`src/rtl/core/tnd_pkg.sv`:
```
// ----------------------------------------------------------------------------
// tnd_pkg: shared types and constants for the tree distance core
// Table sizes, field widths, opcodes, controller states and the
// command/status bundle between controller and datapath.
// ----------------------------------------------------------------------------
package tnd_pkg;

  // table geometry
  localparam int MAX_NODES  = 1024;
  localparam int MAX_LEVELS = 10;
  localparam int NODE_W     = $clog2(MAX_NODES);
  localparam int LEVEL_W    = $clog2(MAX_LEVELS);
  localparam int ANC_DEPTH  = MAX_LEVELS * MAX_NODES;
  localparam int ANC_AW     = LEVEL_W + NODE_W;

  // field widths
  localparam int OP_W       = 2;
  localparam int DEPTH_W    = 10;
  localparam int CNT_W      = 11;
  localparam int LVLCFG_W   = 4;
  localparam int DIST_W     = 11;
  localparam int ANC_W      = NODE_W + 1;
  localparam int CFG_IDX_W  = 1;
  localparam int CFG_DATA_W = 11;

  // ancestor entry: top bit set means "no ancestor"
  localparam int                 NO_ANC_BIT = NODE_W;
  localparam logic [ANC_W-1:0]   NO_ANC     = {1'b1, {NODE_W{1'b0}}};

  // configuration register indexes
  localparam logic [CFG_IDX_W-1:0] REG_NODE_COUNT  = 1'b0;
  localparam logic [CFG_IDX_W-1:0] REG_LEVELS_USED = 1'b1;

  typedef enum logic [OP_W-1:0] {
    OP_LOAD  = 2'd0,
    OP_BUILD = 2'd1,
    OP_QUERY = 2'd2
  } op_t;

  typedef enum logic [3:0] {
    ST_IDLE,
    ST_DISPATCH,
    ST_BUILD_RD_SELF,
    ST_BUILD_RD_UP,
    ST_BUILD_WR,
    ST_Q_SETUP,
    ST_Q_LIFT,
    ST_Q_LIFT_UPD,
    ST_Q_MEET,
    ST_Q_JOINT,
    ST_Q_JOINT_UPD,
    ST_Q_PAR,
    ST_Q_PAR_UPD,
    ST_Q_EMIT
  } state_t;

  typedef enum logic [4:0] {
    CMD_NONE,
    CMD_CAPTURE,
    CMD_LOAD,
    CMD_BUILD_INIT,
    CMD_BUILD_RD_SELF,
    CMD_BUILD_RD_UP,
    CMD_BUILD_WR,
    CMD_Q_DEPTH_RD,
    CMD_Q_SETUP,
    CMD_Q_LIFT_RD,
    CMD_Q_LIFT_UPD,
    CMD_Q_MEET,
    CMD_Q_JOINT_RD,
    CMD_Q_JOINT_UPD,
    CMD_Q_PAR_RD,
    CMD_Q_PAR_UPD,
    CMD_Q_EMIT
  } cmd_t;

  typedef struct packed {
    logic [OP_W-1:0] op;
    logic            build_empty;
    logic            build_last_node;
    logic            build_last_level;
    logic            d_zero;
    logic            lift_blocked;
    logic            same_node;
    logic            level_zero;
    logic            out_busy;
  } status_t;

endpackage

```
`src/rtl/core/tnd_ctrl.sv`:
```
// ----------------------------------------------------------------------------
// tnd_ctrl: sequencing state machine
// Accepts one item at a time and steps the datapath through load, table
// build and the two lifting passes of a query.
// ----------------------------------------------------------------------------
module tnd_ctrl (
  input  logic              clk,
  input  logic              rst,
  input  logic              in_valid,
  output logic              in_ready,
  input  tnd_pkg::status_t  st,
  output tnd_pkg::cmd_t     cmd
);
  import tnd_pkg::*;

  state_t state, state_next;

  always_ff @(posedge clk) begin
    if (rst) begin
      state <= ST_IDLE;
    end else begin
      state <= state_next;
    end
  end

  always_comb begin
    state_next = state;
    unique case (state)
      ST_IDLE:          if (in_valid) state_next = ST_DISPATCH;
      ST_DISPATCH: begin
        unique case (st.op)
          OP_BUILD: state_next = st.build_empty ? ST_IDLE : ST_BUILD_RD_SELF;
          OP_QUERY: state_next = ST_Q_SETUP;
          default:  state_next = ST_IDLE;
        endcase
      end
      ST_BUILD_RD_SELF: state_next = ST_BUILD_RD_UP;
      ST_BUILD_RD_UP:   state_next = ST_BUILD_WR;
      ST_BUILD_WR:      state_next = (st.build_last_node && st.build_last_level) ?
                                     ST_IDLE : ST_BUILD_RD_SELF;
      ST_Q_SETUP:       state_next = ST_Q_LIFT;
      ST_Q_LIFT:        state_next = st.d_zero ? ST_Q_MEET : ST_Q_LIFT_UPD;
      ST_Q_LIFT_UPD:    state_next = st.lift_blocked ? ST_Q_MEET : ST_Q_LIFT;
      ST_Q_MEET:        state_next = st.same_node ? ST_Q_EMIT : ST_Q_JOINT;
      ST_Q_JOINT:       state_next = ST_Q_JOINT_UPD;
      ST_Q_JOINT_UPD:   state_next = st.level_zero ? ST_Q_PAR : ST_Q_JOINT;
      ST_Q_PAR:         state_next = ST_Q_PAR_UPD;
      ST_Q_PAR_UPD:     state_next = ST_Q_EMIT;
      ST_Q_EMIT:        if (!st.out_busy) state_next = ST_IDLE;
      default:          state_next = ST_IDLE;
    endcase
  end

  always_comb begin
    in_ready = 1'b0;
    cmd      = CMD_NONE;
    unique case (state)
      ST_IDLE: begin
        in_ready = 1'b1;
        if (in_valid) cmd = CMD_CAPTURE;
      end
      ST_DISPATCH: begin
        unique case (st.op)
          OP_LOAD:  cmd = CMD_LOAD;
          OP_BUILD: cmd = CMD_BUILD_INIT;
          OP_QUERY: cmd = CMD_Q_DEPTH_RD;
          default:  cmd = CMD_NONE;
        endcase
      end
      ST_BUILD_RD_SELF: cmd = CMD_BUILD_RD_SELF;
      ST_BUILD_RD_UP:   cmd = CMD_BUILD_RD_UP;
      ST_BUILD_WR:      cmd = CMD_BUILD_WR;
      ST_Q_SETUP:       cmd = CMD_Q_SETUP;
      ST_Q_LIFT:        cmd = st.d_zero ? CMD_NONE : CMD_Q_LIFT_RD;
      ST_Q_LIFT_UPD:    cmd = CMD_Q_LIFT_UPD;
      ST_Q_MEET:        cmd = CMD_Q_MEET;
      ST_Q_JOINT:       cmd = CMD_Q_JOINT_RD;
      ST_Q_JOINT_UPD:   cmd = CMD_Q_JOINT_UPD;
      ST_Q_PAR:         cmd = CMD_Q_PAR_RD;
      ST_Q_PAR_UPD:     cmd = CMD_Q_PAR_UPD;
      ST_Q_EMIT:        cmd = st.out_busy ? CMD_NONE : CMD_Q_EMIT;
      default:          cmd = CMD_NONE;
    endcase
  end

  a_accept_dispatch: assert property (@(posedge clk) disable iff (rst)
    in_valid && in_ready |=> state == ST_DISPATCH)
    else $error("accepted transaction not dispatched");

  a_emit_hold: assert property (@(posedge clk) disable iff (rst)
    state == ST_Q_EMIT && st.out_busy |=> state == ST_Q_EMIT)
    else $error("query left before its result was stored");

  a_build_exit: assert property (@(posedge clk) disable iff (rst)
    state == ST_BUILD_WR && !st.build_last_node |=> state == ST_BUILD_RD_SELF)
    else $error("build ended before the last node of a level");

endmodule

```
`config.mk`:
```
export PLATFORM = sky130hd
export DESIGN_NAME = tnd_ctrl
export DESIGN_NICKNAME = d
export VERILOG_FILES = /design/src/rtl/core/tnd_pkg.sv /design/src/rtl/core/tnd_ctrl.sv
export SDC_FILE = /design/constraint.sdc
export NUM_CORES = 1
export LEC_CHECK = 0
export ABC_AREA = 1
export BUFFER_PORTS_ARGS = -buffer_cell sky130_fd_sc_hd__buf_2
export CELL_PAD_IN_SITES_DETAIL_PLACEMENT = 1
export CELL_PAD_IN_SITES_GLOBAL_PLACEMENT = 2
export CORE_UTILIZATION = 20
export CTS_BUF_LIST = sky130_fd_sc_hd__clkbuf_4
export CTS_CLUSTER_DIAMETER = 150
export DETAILED_ROUTE_END_ITERATION = 6
export PLACE_DENSITY = 0.78
export REMOVE_ABC_BUFFERS = 1
export SLEW_MARGIN = 0
export SYNTH_ARGS = -nofsm -noshare
export SYNTH_HDL_FRONTEND = slang
export SYNTH_SLANG_ARGS = --single-unit
```
`constraint.sdc`:
```
create_clock -name clk -period 1.31 [get_ports clk]
set_clock_uncertainty 0.15 [all_clocks]
set_input_delay 0.262 -clock clk [delete_from_list [all_inputs] [get_ports clk]]
set_output_delay 0.262 -clock clk [all_outputs]
set_load 0.05 [all_outputs]
```
; After elaboration in Yosys (flattened, before gate mapping)
; Index checks and enable logic that the tools add are counted.
[totals]
output_inout_bits = 6
word_cells = 38
ff_bits = 4
[classes]
eq_ne = 17
mux = 16
reduce_logical = 4
[ops]
columns = cell, n
row1 = 5-bit case mux with 14 select lines, 1
row2 = 4-bit case mux with 14 select lines, 1
row3 = 4-bit equality test (second input constant), 6
row4 = 4-bit two-way mux, 5
row5 = 4-bit by 3-bit equality test with 1-bit output (second input constant), 4
row6 = 3-bit case mux with 3 select lines, 1
row7 = 4-bit by 2-bit equality test with 1-bit output (second input constant), 2
row8 = 2-bit two-way mux, 3
row9 = 3-bit case mux with 2 select lines, 1
row10 = 5-bit two-way mux, 1
row11 = 4-bit by 1-bit equality test with 1-bit output (second input constant), 1
row12 = 4-bit zero test, 1
row13 = 2-bit inequality test (second input constant), 2
row14 = 3-bit two-way mux, 1
row15 = 2-bit by 1-bit equality test with 1-bit output (second input constant), 1
row16 = 2-bit equality test (second input constant), 1
row17 = 2-bit zero test, 1
row18 = 1-bit two-way mux, 2
row19 = 2-bit AND reduction, 1
row20 = 1-bit logical AND, 1

; Depth between registers and ports, before layout
[logic_depth]
ltp_word = 3
mapped_depth = 9
mapped_depth_nobuf = 9

; Worst setup path after synthesis
; Ideal clock, no wire load.
[synth_timing]
path_type = register to output
start = reg state[0]
end = out cmd[4]
slack_ps = -1058
t_arrival_ps = 1956
path_stages_with_launch = 3
t_required_ps = 898
path_cell_list = dfxtp_1 inv_1 nor4_1
[synth_via]
elab_chain_cells = 2
[synth_rtl]
columns = item, line
row1 = from (decl), tnd_ctrl.sv:16  ; state_t state, state_next;
row2 = from (signal assigned), tnd_ctrl.sv:22  ; state <= state_next;
row3 = "4-bit equality test, or another cell as far along", tnd_ctrl.sv:57  ; unique case (state)
row4 = 5-bit case mux with 14 select lines *, tnd_ctrl.sv:57
row5 = to (decl), tnd_ctrl.sv:12  ; output tnd_pkg::cmd_t cmd
; Mark *: on every way between the ends. The rest lies on a longest branch, timed or not.

; Worst setup path after layout
[layout_timing]
start = reg state[3]
end = out cmd[0]
; The elaborated chain is that of the path after synthesis.

==> impl_metrics.toml <==
[routing]
ant_nets = 0
post_drt_wl_per_cell_um = 13.4
drtIter0Drc = 4
viasPerCell = 4.63
first_pass_iters = 4
wl_um = 2360
drcViolationCount = 0
via_count = 815

[outcome]
violations = "setup timing"
outcome = "finished, violations left"

[layout]
multi_input_area_um2 = 497
utilization = 0.493
nets = 166
regArea_um2 = 95.1
area_growth_pct = 128
final_cell_mix = "buf_4, nand2_1, buf_2, inv_1, buf_6"
diodes = 0
largest-register = "state"
fillers = 308
drive_above_1_share = 0.635
largest_reg_flops = 4
top_regs = "state (4)"
mostFrequentLayoutCell = "buf_4"
fin_cells = 176

[grt]
grt_pass1_vias = 853
grt_pass1_wl_um = 3710
grt.total_usage = 0.190
grt_overflow_total = 0
antenna_found_initial = 0
grt_start_max_net_pins = 8

[critical_path]
critPathArrivalTime_ps = 1430
required_ps = 900
critPathMaxStageDelay_ps = 430
critPathTopFamily = "flip-flops"
critPathMaxFanout = 7
path_buf_inv = 2
path_class = "flop to output pin"
endpoint_kind = "output pin"
crit_path_start_kind = "flop"
path_cells = "inv_2, nor2_2, nand2_1, nand2_1, nor2_2, o2111ai_1, buf_4"
critPathSlowestCell = "dfxtp_4"

[placement]
place_congestion = 0.842
place_hpwl_um = 1740
pre_cts_slack_ps = -528
dpl.cell_count = 167
port_buffers = 18

[timing]
slew_viol_final = 0
final-hold-violation-count = 0
fmax_ghz = 0.542
setup_tns_ps = -3470
min_period_ps = 1840
max_slew_margin = 0.845
setup_ws_ps = -534
setup_violations = 10
fin_crit_sh = 1.41
worst_slew_pin_slew_ps = 233
rsz0062_at_grt = "true"

[synth]
synth_cell_types = 14
yosysWarnings = 0
synth_compound_area_frac = 0.133
syn_avg_cell_area_um2 = 5.25
synth_xor_area_frac = 0
muxShareOfSynthArea = 0
syn_area_um2 = 488
synthAdderAreaFrac = 0.0769
yosys.area_share.simple = 0.510
ys_ff_latch = 4
synth_top_family_by_area = "simple AND/OR/NAND/NOR gates"
synthCells = 93
ys_seq_area_frac = 0.164

[clock_tree]
insertion_delay_ps = 230
h-tree-depth = 1
cts.sink_count = 4
cts_root_buffer = "clkbuf_4"
cts-buffers-inserted = 3
clockBufferDepth = 2
clk_pin_slew_ps = 30
cts_tree = "built"

[flow_run]
maxCapViolations = 0

[floorplan]
core_mm2 = 0.00225
die_area_mm2 = 0.00264
die_y_um = 51.4
rows = 17
ios = 19
initial_core_util = 0.216
dieWidth_um = 51.4

[power]
ir_worst_vdd_uv = 688
p_leak_nw = 0.594
power.density_mw_per_mm2 = 652

[hold_path]
hold_class = "input pin to flop"
[area by class of cell]
type,instances,area share
multi-input cells,74,0.447
repair buffers,52,0.358
flip-flops and latches,4,0.0856
inverters,15,0.0574
well taps,28,0.0315
clock buffers,3,0.0203
[per-layer routing]
| layer | up-vias | track usage | wire [um] |
|---|---|---|---|
| li1 | 411 | - | - |
| met1 | 389 | 0.219 | 1030 |
| met2 | 13 | 0.357 | 1270 |
| met3 | 2 | 0.0179 | 41 |
| met4 | 0 | 0.0676 | 19 |
| met5 | - | 0 | 0 |
[cell families (layout without fill, tap and decap cells)]
group	Yosys count	in the layout
fa+ha+maj	3	3
simple gates	60	60
buf+inv	15	70
flops	4	4
compound gates	11	11
[through the flow]
step	total power, mW	hold slack [ps]	area (um^2)
after global placement	0.431	325	823
after detailed placement	0.438	335	823
final	0.725	83.3	1110
after CTS	0.689	80.6	1020
after global routing	0.777	93.5	1110
after floorplan	0.304	181	488
[timing repair]
item                       CTS  global route
setup endpoints to repair   10            10
hold buffers                 0             0
setup buffers                3             5
resized for setup           61            13
pin swaps                   13            11
[synthesized netlist by cell type, drive strengths merged]
| cell type | number | area [um^2] |
|---|---|---|
| nor3b | 1 | 7.51 |
| o21ai | 3 | 15.0 |
| a21oi | 5 | 25.0 |
| dfxtp | 4 | 80.1 |
| o2111ai | 2 | 17.5 |
| ha | 3 | 37.5 |
| nor4 | 1 | 6.26 |
| nand3 | 8 | 40.0 |
| nor2 | 15 | 61.3 |
| o211ai | 1 | 7.51 |
| nor3 | 2 | 10.0 |
| inv | 15 | 56.3 |
| nand2 | 33 | 124 |
[final timing paths]
path                  from  depth (start not counted)  slack, ps        to
setup / recovery  state[3]                          7       -530    cmd[0]
hold / removal         rst                          2         80  state[1]
setup reg to reg  state[3]                         10       -240  state[2]
hold reg to reg   state[2]                          4        590  state[0]
[report_power, final]
group	switching [mW]	leakage [nW]	internal (mW)
registers	0.0205	0.0355	0.128
logic	0.237	0.545	0.193
clock network	0.0440	0.0138	0.102
total	0.302	0.594	0.423
Note: power is estimated with default switching activity, not from simulation.
